==> config.mk <==
export PLATFORM = sky130hd
export DESIGN_NAME = float_power_by_squaring_top
export DESIGN_NICKNAME = d
export VERILOG_FILES = /design/src/hw/rtl/fpb_pkg.sv /design/src/hw/rtl/fpb_fpu.sv /design/src/hw/rtl/fpb_datapath.sv /design/src/hw/rtl/fpb_ctrl.sv /design/src/hw/rtl/float_power_by_squaring_top.sv
export SDC_FILE = /design/constraint.sdc
export NUM_CORES = 2
export LEC_CHECK = 0
export BUFFER_PORTS_ARGS = -buffer_cell sky130_fd_sc_hd__buf_2
export CAP_MARGIN = 15
export CORE_ASPECT_RATIO = 0.5
export CORE_UTILIZATION = 45
export DETAILED_ROUTE_END_ITERATION = 10
export GPL_TIMING_DRIVEN = 0
export SYNTH_ARGS = -nofsm -noshare
export SYNTH_HDL_FRONTEND = slang
export SYNTH_SLANG_ARGS = --single-unit
==> constraint.sdc <==
create_clock -name clk -period 10.7 [get_ports clk]
set_input_delay 1.605 -clock clk [delete_from_list [all_inputs] [get_ports clk]]
set_output_delay 1.605 -clock clk [all_outputs]
set_load 0.02 [all_outputs]
==> src/hw/rtl/fpb_pkg.sv <==
// ----------------------------------------------------------------------------
// fpb_pkg
// Shared types and constants for the binary64 power-by-squaring block.
// ----------------------------------------------------------------------------
package fpb_pkg;

  localparam logic [63:0] FP_ONE         = 64'h3FF0_0000_0000_0000;
  localparam logic [63:0] FP_DEFAULT_NAN = 64'hFFF8_0000_0000_0000;
  localparam logic [63:0] FP_QUIET_BIT   = 64'h0008_0000_0000_0000;
  localparam logic [10:0] EXP_MAX        = 11'h7FF;
  localparam int          DIV_STEPS      = 58;

  // Operation the datapath asks of the floating-point unit.
  typedef enum logic [1:0] {
    OP_RECIP,
    OP_SQUARE,
    OP_ACCMUL
  } dp_op_t;

  typedef enum logic {
    FOP_MUL,
    FOP_RECIP
  } fpu_op_t;

  typedef enum logic [2:0] {
    C_IDLE,
    C_PREP,
    C_RWAIT,
    C_ONECHK,
    C_TEST,
    C_LWAIT,
    C_DONE
  } ctrl_state_t;

  typedef enum logic [3:0] {
    F_IDLE,
    F_MUL,
    F_BNORM,
    F_DIV,
    F_NORM,
    F_DEN,
    F_RND,
    F_FIN
  } fpu_state_t;

  typedef struct packed {
    logic   load;
    logic   op_start;
    dp_op_t op_sel;
    logic   out_load;
  } cmd_t;

  typedef struct packed {
    logic op_done;
    logic mag_zero;
    logic mag_odd;
    logic neg;
    logic base_one;
  } stat_t;

  // Unbiased exponent of a finite operand; subnormals share the minimum.
  function automatic logic signed [12:0] unb_exp(input logic [10:0] f);
    logic signed [12:0] e;
    e = (f == 11'd0) ? 13'sd1 : $signed({2'b00, f});
    return e - 13'sd1023;
  endfunction

endpackage

==> src/hw/rtl/fpb_fpu.sv <==
// ----------------------------------------------------------------------------
// fpb_fpu
// Multi-cycle binary64 multiplier and reciprocal unit, round to nearest even.
// ----------------------------------------------------------------------------
module fpb_fpu
  import fpb_pkg::*;
(
  input  logic        clk,
  input  logic        rst_n,
  input  logic        start,
  input  fpu_op_t     op,
  input  logic [63:0] a,
  input  logic [63:0] b,
  output logic        done,
  output logic [63:0] res
);

  fpu_state_t          state_r, state_nxt;
  logic [5:0]          cnt_r, cnt_nxt;
  logic                sign_r, sign_nxt;
  logic [52:0]         ma_r, ma_nxt, mb_r, mb_nxt;
  logic [105:0]        p_r, p_nxt;
  logic signed [12:0]  x_r, x_nxt;
  logic [53:0]         rem_r, rem_nxt;
  logic [57:0]         q_r, q_nxt;
  logic [63:0]         res_r, res_nxt;

  // Operand classification.
  logic [10:0] fa, fb;
  logic        a_nan, b_nan, a_inf, b_inf, a_zero, b_zero, sgn;
  logic        spec;
  logic [63:0] spec_val;

  // Datapath helpers.
  logic [26:0]        a_part, b_part;
  logic [53:0]        pp;
  logic [105:0]       pp_sh;
  logic               ge;
  logic [53:0]        rs;
  logic signed [12:0] den_amt;
  logic [6:0]         sh;
  logic [105:0]       lost;
  logic [10:0]        expf;
  logic [62:0]        body;
  logic               inc;
  logic signed [12:0] xb;

  assign fa     = a[62:52];
  assign fb     = b[62:52];
  assign a_nan  = (fa == EXP_MAX) && (a[51:0] != 52'd0);
  assign b_nan  = (fb == EXP_MAX) && (b[51:0] != 52'd0);
  assign a_inf  = (fa == EXP_MAX) && (a[51:0] == 52'd0);
  assign b_inf  = (fb == EXP_MAX) && (b[51:0] == 52'd0);
  assign a_zero = (fa == 11'd0) && (a[51:0] == 52'd0);
  assign b_zero = (fb == 11'd0) && (b[51:0] == 52'd0);
  assign sgn    = (op == FOP_MUL) ? (a[63] ^ b[63]) : b[63];

  always_comb begin
    spec     = 1'b0;
    spec_val = 64'd0;
    if (op == FOP_MUL) begin
      if (a_nan) begin
        spec = 1'b1; spec_val = a | FP_QUIET_BIT;
      end else if (b_nan) begin
        spec = 1'b1; spec_val = b | FP_QUIET_BIT;
      end else if ((a_inf && b_zero) || (a_zero && b_inf)) begin
        spec = 1'b1; spec_val = FP_DEFAULT_NAN;
      end else if (a_inf || b_inf) begin
        spec = 1'b1; spec_val = {sgn, EXP_MAX, 52'd0};
      end else if (a_zero || b_zero) begin
        spec = 1'b1; spec_val = {sgn, 63'd0};
      end
    end else begin
      if (b_nan) begin
        spec = 1'b1; spec_val = b | FP_QUIET_BIT;
      end else if (b_inf) begin
        spec = 1'b1; spec_val = {sgn, 63'd0};
      end else if (b_zero) begin
        spec = 1'b1; spec_val = {sgn, EXP_MAX, 52'd0};
      end
    end
  end

  // One 27x27 partial product per cycle into the 106-bit accumulator.
  assign a_part = cnt_r[1] ? {1'b0, ma_r[52:27]} : ma_r[26:0];
  assign b_part = cnt_r[0] ? {1'b0, mb_r[52:27]} : mb_r[26:0];
  assign pp     = a_part * b_part;
  always_comb begin
    pp_sh = {52'd0, pp};
    case (cnt_r[1:0])
      2'd1, 2'd2: pp_sh = {25'd0, pp, 27'd0};
      2'd3:       pp_sh = {pp[51:0], 54'd0};
      default:    pp_sh = {52'd0, pp};
    endcase
  end

  // Restoring division step.
  assign ge = rem_r >= {1'b0, mb_r};
  assign rs = ge ? (rem_r - {1'b0, mb_r}) : rem_r;

  assign den_amt = -13'sd1022 - x_r;
  assign sh      = den_amt[6:0];
  assign lost    = p_r & ~({106{1'b1}} << sh);
  assign expf    = p_r[105] ? 11'(x_r + 13'sd1023) : 11'd0;
  assign body    = {expf, p_r[104:53]};
  assign inc     = p_r[52] & ((|p_r[51:0]) | p_r[53]);
  assign xb      = unb_exp(fb);

  always_comb begin
    state_nxt = state_r;
    cnt_nxt   = cnt_r;
    sign_nxt  = sign_r;
    ma_nxt    = ma_r;
    mb_nxt    = mb_r;
    p_nxt     = p_r;
    x_nxt     = x_r;
    rem_nxt   = rem_r;
    q_nxt     = q_r;
    res_nxt   = res_r;
    case (state_r)
      F_IDLE: begin
        if (start) begin
          sign_nxt = sgn;
          ma_nxt   = {fa != 11'd0, a[51:0]};
          mb_nxt   = {fb != 11'd0, b[51:0]};
          cnt_nxt  = 6'd0;
          p_nxt    = 106'd0;
          if (spec) begin
            res_nxt   = spec_val;
            state_nxt = F_FIN;
          end else if (op == FOP_MUL) begin
            x_nxt     = unb_exp(fa) + xb + 13'sd1;
            state_nxt = F_MUL;
          end else begin
            x_nxt     = xb;
            state_nxt = F_BNORM;
          end
        end
      end
      F_MUL: begin
        p_nxt   = p_r + pp_sh;
        cnt_nxt = cnt_r + 6'd1;
        if (cnt_r[1:0] == 2'd3) begin
          state_nxt = F_NORM;
        end
      end
      F_BNORM: begin
        if (mb_r[52]) begin
          rem_nxt   = {2'b01, 52'd0};
          q_nxt     = 58'd0;
          cnt_nxt   = 6'd0;
          state_nxt = F_DIV;
        end else begin
          mb_nxt = {mb_r[51:0], 1'b0};
          x_nxt  = x_r - 13'sd1;
        end
      end
      F_DIV: begin
        q_nxt   = {q_r[56:0], ge};
        rem_nxt = {rs[52:0], 1'b0};
        cnt_nxt = cnt_r + 6'd1;
        if (cnt_r == 6'(DIV_STEPS - 1)) begin
          p_nxt     = {q_r[56:0], ge, 47'd0, rs != 54'd0};
          x_nxt     = -x_r;
          state_nxt = F_NORM;
        end
      end
      F_NORM: begin
        if (p_r[105]) begin
          state_nxt = F_DEN;
        end else begin
          p_nxt = {p_r[104:0], 1'b0};
          x_nxt = x_r - 13'sd1;
        end
      end
      F_DEN: begin
        if (x_r < -13'sd1022) begin
          if (den_amt >= 13'sd106) begin
            p_nxt = {105'd0, |p_r};
          end else begin
            p_nxt = (p_r >> sh) | {105'd0, |lost};
          end
          x_nxt = -13'sd1022;
        end
        state_nxt = F_RND;
      end
      F_RND: begin
        if (x_r > 13'sd1023) begin
          res_nxt = {sign_r, EXP_MAX, 52'd0};
        end else begin
          res_nxt = {sign_r, body + {62'd0, inc}};
        end
        state_nxt = F_FIN;
      end
      F_FIN: begin
        state_nxt = F_IDLE;
      end
      default: state_nxt = F_IDLE;
    endcase
  end

  always_ff @(posedge clk) begin
    if (!rst_n) begin
      state_r <= F_IDLE;
      cnt_r   <= 6'd0;
    end else begin
      state_r <= state_nxt;
      cnt_r   <= cnt_nxt;
    end
    sign_r <= sign_nxt;
    ma_r   <= ma_nxt;
    mb_r   <= mb_nxt;
    p_r    <= p_nxt;
    x_r    <= x_nxt;
    rem_r  <= rem_nxt;
    q_r    <= q_nxt;
    res_r  <= res_nxt;
  end

  assign done = (state_r == F_FIN);
  assign res  = res_r;

endmodule

==> src/hw/rtl/fpb_datapath.sv <==
// ----------------------------------------------------------------------------
// fpb_datapath
// Base, accumulator and exponent registers around the shared FP unit.
// ----------------------------------------------------------------------------
module fpb_datapath
  import fpb_pkg::*;
(
  input  logic        clk,
  input  logic        rst_n,
  input  cmd_t        cmd,
  output stat_t       stat,
  input  logic [63:0] in_base_bits,
  input  logic [31:0] in_exponent,
  output logic [63:0] out_power_bits
);

  logic [63:0] base_r, base_nxt;
  logic [63:0] acc_r, acc_nxt;
  logic [31:0] mag_r, mag_nxt;
  logic        neg_r, neg_nxt;
  dp_op_t      op_r, op_nxt;
  logic [63:0] out_r, out_nxt;

  logic        fpu_done;
  logic [63:0] fpu_res, fpu_a;
  fpu_op_t     fpu_op;

  assign fpu_op = (cmd.op_sel == OP_RECIP) ? FOP_RECIP : FOP_MUL;
  assign fpu_a  = (cmd.op_sel == OP_ACCMUL) ? acc_r : base_r;

  fpb_fpu u_fpu (
    .clk   (clk),
    .rst_n (rst_n),
    .start (cmd.op_start),
    .op    (fpu_op),
    .a     (fpu_a),
    .b     (base_r),
    .done  (fpu_done),
    .res   (fpu_res)
  );

  always_comb begin
    base_nxt = base_r;
    acc_nxt  = acc_r;
    mag_nxt  = mag_r;
    neg_nxt  = neg_r;
    op_nxt   = op_r;
    out_nxt  = out_r;
    if (cmd.load) begin
      base_nxt = in_base_bits;
      acc_nxt  = FP_ONE;
      neg_nxt  = in_exponent[31];
      // The most negative exponent maps to 2^31, which fits unsigned.
      mag_nxt  = in_exponent[31] ? (~in_exponent + 32'd1) : in_exponent;
    end
    if (cmd.op_start) begin
      op_nxt = cmd.op_sel;
    end
    if (fpu_done) begin
      case (op_r)
        OP_RECIP:  base_nxt = fpu_res;
        OP_SQUARE: begin
          base_nxt = fpu_res;
          mag_nxt  = {1'b0, mag_r[31:1]};
        end
        OP_ACCMUL: begin
          acc_nxt = fpu_res;
          mag_nxt = mag_r - 32'd1;
        end
        default: base_nxt = base_r;
      endcase
    end
    if (cmd.out_load) begin
      out_nxt = acc_r;
    end
  end

  always_ff @(posedge clk) begin
    base_r <= base_nxt;
    acc_r  <= acc_nxt;
    mag_r  <= mag_nxt;
    neg_r  <= neg_nxt;
    op_r   <= op_nxt;
    out_r  <= out_nxt;
  end

  assign stat.op_done  = fpu_done;
  assign stat.mag_zero = (mag_r == 32'd0);
  assign stat.mag_odd  = mag_r[0];
  assign stat.neg      = neg_r;
  assign stat.base_one = (base_r == FP_ONE);
  assign out_power_bits = out_r;

endmodule

==> src/hw/rtl/fpb_ctrl.sv <==
// ----------------------------------------------------------------------------
// fpb_ctrl
// Sequencer for reciprocal, squaring loop and result handoff.
// ----------------------------------------------------------------------------
module fpb_ctrl
  import fpb_pkg::*;
(
  input  logic  clk,
  input  logic  rst_n,
  input  logic  in_valid,
  output logic  in_ready,
  output logic  out_valid,
  input  logic  out_ready,
  input  stat_t stat,
  output cmd_t  cmd
);

  ctrl_state_t state_r, state_nxt;
  logic        out_valid_r, out_valid_nxt;
  logic        slot_free;

  assign slot_free = !out_valid_r || out_ready;

  always_comb begin
    state_nxt = state_r;
    case (state_r)
      C_IDLE:   if (in_valid) state_nxt = C_PREP;
      C_PREP: begin
        if (stat.mag_zero) begin
          state_nxt = C_DONE;
        end else if (stat.neg) begin
          state_nxt = C_RWAIT;
        end else begin
          state_nxt = C_ONECHK;
        end
      end
      C_RWAIT:  if (stat.op_done) state_nxt = C_ONECHK;
      C_ONECHK: state_nxt = stat.base_one ? C_DONE : C_TEST;
      C_TEST:   state_nxt = stat.mag_zero ? C_DONE : C_LWAIT;
      C_LWAIT:  if (stat.op_done) state_nxt = C_TEST;
      C_DONE:   if (slot_free) state_nxt = C_IDLE;
      default:  state_nxt = C_IDLE;
    endcase
  end

  always_comb begin
    cmd          = '0;
    cmd.op_sel   = OP_SQUARE;
    in_ready     = 1'b0;
    case (state_r)
      C_IDLE: begin
        in_ready = 1'b1;
        cmd.load = in_valid;
      end
      C_PREP: begin
        cmd.op_sel   = OP_RECIP;
        cmd.op_start = !stat.mag_zero && stat.neg;
      end
      C_TEST: begin
        cmd.op_sel   = stat.mag_odd ? OP_ACCMUL : OP_SQUARE;
        cmd.op_start = !stat.mag_zero;
      end
      C_DONE:  cmd.out_load = slot_free;
      default: cmd.load = 1'b0;
    endcase
  end

  always_comb begin
    out_valid_nxt = out_valid_r;
    if (cmd.out_load) begin
      out_valid_nxt = 1'b1;
    end else if (out_ready) begin
      out_valid_nxt = 1'b0;
    end
  end

  always_ff @(posedge clk) begin
    if (!rst_n) begin
      state_r     <= C_IDLE;
      out_valid_r <= 1'b0;
    end else begin
      state_r     <= state_nxt;
      out_valid_r <= out_valid_nxt;
    end
  end

  assign out_valid = out_valid_r;

endmodule

==> src/hw/rtl/float_power_by_squaring_top.sv <==
// ----------------------------------------------------------------------------
// float_power_by_squaring_top
// Binary64 base raised to a signed 32-bit integer power by repeated squaring.
// ----------------------------------------------------------------------------
// One word in gives one word out. A negative exponent first replaces the base
// by its reciprocal, then the block squares the base on even exponents and
// multiplies it into the running result on odd ones, every operation rounded
// to nearest even with full subnormal, infinity and NaN handling. All work
// runs through a single multi-cycle floating-point unit, so the time per word
// is set by the number of operations: a multiply accumulates four 27x27
// partial products and then normalizes and rounds, the reciprocal runs a
// 58-step restoring divider, and subnormal operands add one normalizing shift
// per leading zero. An exponent of magnitude n needs at most about 2*log2(n)
// multiplies; a zero exponent skips all operations and a unit base skips the
// loop. The block takes one word at a time, but the next word is accepted
// while a finished result waits in the output register.
// ----------------------------------------------------------------------------
module float_power_by_squaring_top
  import fpb_pkg::*;
(
  input  logic        clk,
  input  logic        rst_n,
  input  logic        in_valid,
  output logic        in_ready,
  input  logic [63:0] in_base_bits,
  input  logic signed [31:0] in_exponent,
  output logic        out_valid,
  input  logic        out_ready,
  output logic [63:0] out_power_bits
);

  // Commands flow from the sequencer to the datapath; status flows back.
  cmd_t  cmd;
  stat_t stat;

  fpb_ctrl u_ctrl (
    .clk       (clk),
    .rst_n     (rst_n),
    .in_valid  (in_valid),
    .in_ready  (in_ready),
    .out_valid (out_valid),
    .out_ready (out_ready),
    .stat      (stat),
    .cmd       (cmd)
  );

  fpb_datapath u_dp (
    .clk            (clk),
    .rst_n          (rst_n),
    .cmd            (cmd),
    .stat           (stat),
    .in_base_bits   (in_base_bits),
    .in_exponent    (in_exponent),
    .out_power_bits (out_power_bits)
  );

  // A word that was just taken keeps the input side closed on the next cycle.
  a_busy_after_accept: assert property (@(posedge clk) disable iff (!rst_n)
    in_valid && in_ready |=> !in_ready)
    else $error("input accepted again while a word is in flight");

  // The FP unit only finishes while a word is being worked on.
  a_done_when_busy: assert property (@(posedge clk) disable iff (!rst_n)
    stat.op_done |-> !in_ready)
    else $error("FP unit finished with no word in flight");

  // The result register is never overwritten while it still holds a word.
  a_no_overwrite: assert property (@(posedge clk) disable iff (!rst_n)
    cmd.out_load |-> !out_valid || out_ready)
    else $error("result register overwritten before it was taken");

  // Operations are started only from a working state.
  a_start_when_busy: assert property (@(posedge clk) disable iff (!rst_n)
    cmd.op_start |-> !in_ready && !cmd.load)
    else $error("FP operation started while idle");

endmodule
Word level (Yosys, flattened, before mapping) --
Cells that the tools add are included.
Storage, ports and cells: memory bits (read-only) 0, register bits 642, logic and storage cells 229, input bits 100, latch bits 0, output and inout bits 66, memories kept 0, RAM bits 0
Operators by class: reductions and logical operators 53, mux-type cells 90, multiply operators 1, eq/ne operators 38, div/mod/pow operators 0, shift operators 2, bitwise operators 7, magnitude comparators 4, add/subtract/negate cells 14
Operators by type and width (number):
- $mux 64 | 17
- $mux 106 | 5
- $pmux 106 s5 | 1
- $pmux 64 s2 | 2
- $pmux 106 s2 | 1
- $reduce_or 106->1 | 2
- $pmux 57 s2 | 1
- $mux 54 | 2
- $pmux 54 s2 | 1
- $add 106x106->106 | 1
- $and 106x106->106 | 1
- $mux 53 | 2
- $not 106->106 | 1
- $or 106x1->106 | 1
- $pmux 53 s2 | 1
- $shl 106x7->106 const A | 1
- $shr 106x7->106 | 1
- $logic_not 52->1 | 2
- $reduce_bool 52->1 | 2
- $mux 32 | 3
- $mux 13 | 7
- $pmux 13 s5 | 1
- $eq 64x62->1 const B | 1
- $pmux 32 s2 | 1
- 67 further kinds | 151

Longest topological paths before layout --
depth after elaboration 18, mapped depth 47, depth with buffers taken out 42

By module --
Synthesis repeated with hierarchy kept, for this count alone.
Second synthesis, totals: cells, all modules 8882, area total of the unflattened synthesis 75467.4 um2
By module, submodules not included:
- fpb_fpu | area each 63617.3 um2, sequential area each 12191.7 um2, cells each 7712, times used 1
- fpb_datapath | area each 11494.8 um2, sequential area each 5855.6 um2, cells each 1124, times used 1
- fpb_ctrl | area each 355.3 um2, sequential area each 80.1 um2, cells each 46, times used 1

Least setup slack after synthesis --
No wires, ideal clock.
kind reg2reg, start reg u_dp.u_fpu.cnt_r[0], end reg u_dp.u_fpu.p_r[99], data pin, period minus slack after synthesis 11.628 ns, required time 10.433 ns, library setup time 0.267 ns, data arrival time 11.360 ns, slack -0.928 ns, path buffers 6, cell stages (with the launch flop) 44, cells stage by stage dfxtp_1 -> clkbuf_1 -> clkbuf_1 -> clkbuf_1 -> nand2_1 -> o21ai_1 -> clkbuf_1 -> nand2_1 -> fa_1 -> inv_1 -> fa_1 -> inv_1 -> fa_1 -> fa_1 -> inv_1 -> fa_1 -> fa_1 -> inv_1 -> (+8 left out) -> a31oi_1 -> a21oi_1 -> a31oi_1 -> o21ai_0 -> a31o_2 -> a221oi_1 -> xor2_1 -> o22ai_1 -> ha_1 -> clkbuf_1 -> nand2_1 -> or4b_1 -> or4b_2 -> o41ai_1 -> a21oi_1 -> o21ai_0 -> mux2i_1 -> nand3_1
Between the ends: cells in the longest elaborated chain, start to end 5, elaborated cells on any way between the ends 9
RTL lines:
- start, declared | line fpb_fpu.sv:19 | logic [5:0] cnt_r, cnt_nxt;
- start signal, assigned | line fpb_fpu.sv:208 | cnt_r <= cnt_nxt;
- $mux 27 (tied with other cells) | line fpb_fpu.sv:86 | assign b_part = cnt_r[0] ? {1'b0, mb_r[52:27]} : mb_r[26:0];
- $mul 27x27->54 / $reduce_or 2->1 (equally long branches) | line fpb_fpu.sv:87, fpb_fpu.sv:90
- $pmux 106 s2 (*) | line fpb_fpu.sv:90 | case (cnt_r[1:0])
- $add 106x106->106 (*) | line fpb_fpu.sv:141 | p_nxt = p_r + pp_sh;
- $pmux 106 s5 (*) | line fpb_fpu.sv:120 | case (state_r)
- via u_dp.u_fpu.p_nxt[99] | line fpb_fpu.sv:22 | logic [105:0] p_r, p_nxt;
- end signal, assigned | line fpb_fpu.sv:213 | p_r <= p_nxt;
- end, declared | line fpb_fpu.sv:22
The timed path passes the listed nets; every way through them passes the cells marked *. A chain may end at the register's enable or synchronous reset.

Worst setup path after layout --
start reg u_dp.u_fpu.cnt_r[0], end reg u_dp.u_fpu.p_r[104], data pin
Same word-level chain as after synthesis.

==> flow_summary.ini <==
[cts]
clk_latency_ns = 0.70
cts_tree = yes
path_clk_slew_ns = 0.07
cts_root_buf = clkbuf_16
cts_buffer_depth = 3
numCtsBuffers = 70
cts.sinks = 640
cts_max_level = 3

[run_status]
violations = negative setup slack
status = finished with violations

[route]
drc = 0
viasPerCell = 6.52
vias = 76465
ant_nets = 0
wl_um = 385000
wl_per_cell_um = 32.9
drt-initial-drc-count = 10840
firstDrtPassIters = 6

[worst_setup_path]
r2r-start = u_dp.u_fpu.cnt_r[0]
crit_arrival_ns = 11.97
r2r-end = u_dp.u_fpu.p_r[104]
crit_required_ns = 11.12
reg2reg_depth = 44
cp.depth = 44
slowest_stage = fa_2
critPathTopFamily = compound AO/OA/AOI/OAI gates
crit_top_cell = fa_1
crit_buf_inv = 11
path_class = reg2reg
slowest_delay_ns = 0.56
critPathCaptureType = flip-flop
crit_fanout = 6
r2r_setup_slack_ns = -0.85
start_kind = flip-flop

[layout]
num-fill-cells = 15485
final_layout_size_suffix_gt1_share_pct = 14.1
final_common_cell = nand2_1
syn_to_final_growth_pct = 18.4
final_cell_mix = nand2_1 (1,306), inv_1 (913), nor2_1 (802)
fin_nets = 10562

[timing]
setup_tns_ns = -19.10
fin_crit_sh_pct = 108
slew_headroom_pct = 8.45
setup_violations = 47
hold_viol = 0
worst_slack_ns = -0.852
max_freq_mhz = 86.6
min_period_ns = 11.55
rsz0062_at_grt = yes
tightest_slew_ns = 1.37
report.final.slew_viol_count = 0
clock_skew_ns = 0.0502

[global_routing]
antenna_found_initial = 31
grt_overflow_total = 0
first_global_vias = 72784
grt_pass1_wl_um = 537000
grt_usage_pct = 44.9
grt_max_degree = 59

[floorplanning]
core_um2 = 165000
ios = 166
row_count = 105
start_util_pct = 45.5
die_x_um = 579
die-height_um = 291
dieArea_um2 = 168000

[placement]
io_buffer_count = 164
post-dp-hpwl_um = 304000
routabilityCongestion = 1.09
place_ws_ns = -5.34

[min_path]
hold-path-cell-count = 0
min_from = u_dp.acc_r[49]
hold_path_class = reg2reg
worstHoldEndpoint = u_dp.out_power_bits[49]

[synth]
syn_inst = 8888
synth_edf_count = 531
syn_nets = 9998
synth.distinct_cells = 93
ys.flop_type = edfxtp_1
yosysWarnings = 0
synth_seq_cells = 640
async_flop_share_pct = 0
synth-seq-area-share_pct = 24.2
avgSynthCellArea_um2 = 8.43
synth_area_um2 = 74900

[run]
cap_violations = 0
==> Yosys cell counts, drive strengths merged (96+ instances only) <==
master  number  area [um^2]
fa         627        12600
ha         383         4790
clkbuf     494         1860
a31oi      174         1090
nand3      124          621
nor3        98          495
dfxtp      109         2180
xor2       181         1590
xnor2      191         1680
a21o       119          893
o21ai      434         2180
nand4       96          601
a211oi     105          788
nor2       816         3070
and3        99          619
inv        928         3480
edfxtp     531        15900
a21oi      544         2730
mux2i      191         1910
buf         96          403
nand2     1330         5000
==> per-layer routing <==
layer  track usage [%]  up-vias  share of wire, %
met3              16.8     1168                14
met2              63.2     5380                40
met1              59.1    37903                38
li1                  -    31980                 -
met5             0.510        -              0.15
met4              24.7       34               6.8
==> flip-flops by register name, summed over array words and instances, names as in the netlist <==
signal,flops
u_dp.u_fpu.sign_r,1
u_dp.u_fpu.x_r,13
u_dp.u_fpu.state_r,3
u_dp.u_fpu.cnt_r,6
u_dp.out_power_bits,64
u_dp.mag_r,32
u_dp.neg_r,1
u_dp.u_fpu.ma_r,53
u_ctrl.out_valid,1
u_dp.base_r,64
u_dp.u_fpu.res,64
u_ctrl.state_r,3
u_dp.acc_r,64
u_dp.u_fpu.mb_r,53
u_dp.u_fpu.p_r,106
u_dp.u_fpu.rem_r,53
u_dp.op_r,2
u_dp.u_fpu.q_r,57
==> worst reg2reg max path, delay by kind of cell, from the launching register on <==
kind	cells	cell delay [ns]
compound gates	18	4.72
buf+inv	11	1.21
flops	1	0.39
fa+ha+maj	9	4.07
simple gates	5	0.51
xor+xnor	1	0.41
==> through the flow <==
stage          hold slack [ns]  util, %  cells  cell area, um^2
2_1_floorplan            0.431        -   8888            75100
3_3_place_gp             0.473     47.8  11245            78600
3_5_place_dp             0.480     48.5  11328            79900
4_1_cts                  0.485     52.9  11636            87100
5_1_grt                  0.504     53.8  11702            88600
6_report                 0.491     53.9  11725            88700
==> kinds of logic (layout without fill, tap and decap cells) <==
group / Yosys count / in the layout / share of synthesized area [%]
and+or+nand+nor: 2951 / 2951 / 17.3
AOI/OAI and AO/OA: 2071 / 2071 / 17.7
buffers and inverters: 1520 / 2139 / 7.67
adders and majority gates: 1010 / 1010 / 23.2
DFF: 640 / 640 / 24.2
xor gates and xnor gates: 372 / 372 / 4.36
muxes: 324 / 324 / 5.63
other: 0 / 25 / 0
==> what timing repair did <==
action | CTS | global route
endpoints found under the hold margin | 0 | 0
pin swaps | 158 | 134
hold buffers | 0 | 0
setup endpoints to repair | 86 | 73
setup buffers | 195 | 69
cloned | 4 | 0
gates resized for setup | 666 | 246
==> layout make-up <==
| cell class | instances | area (um^2) | area share, % |
|---|---|---|---|
| antenna | 25 | 62.6 | 0.0706 |
| buffer | 567 | 2930 | 3.30 |
| clock buffer | 80 | 1830 | 2.06 |
| clock inverter | 47 | 524 | 0.591 |
| inverter | 930 | 3490 | 3.94 |
| multi-input combinational | 6728 | 54500 | 61.5 |
| sequential | 640 | 18100 | 20.5 |
| tap | 2193 | 2740 | 3.09 |
| timing repair buffer | 515 | 4430 | 5.00 |
==> how the worst max path moves through the flow <==
stage / startpoint / endpoint / slack [ns]
floorplan: u_dp.u_fpu.cnt_r[1] / u_dp.u_fpu.p_r[99] / -0.005
global placement: u_dp.u_fpu.cnt_r[0] / u_dp.u_fpu.p_r[105] / -5.48
detailed placement: u_dp.u_fpu.cnt_r[0] / u_dp.u_fpu.p_r[105] / -5.34
CTS: u_dp.u_fpu.cnt_r[0] / u_dp.u_fpu.p_r[101] / -0.73
global route: u_dp.u_fpu.cnt_r[0] / u_dp.u_fpu.p_r[105] / -0.96
finish: u_dp.u_fpu.cnt_r[0] / u_dp.u_fpu.p_r[104] / -0.85
Power is not shown: default switching activity piles up to over one toggle a cycle in this logic, so the estimate is an artifact.
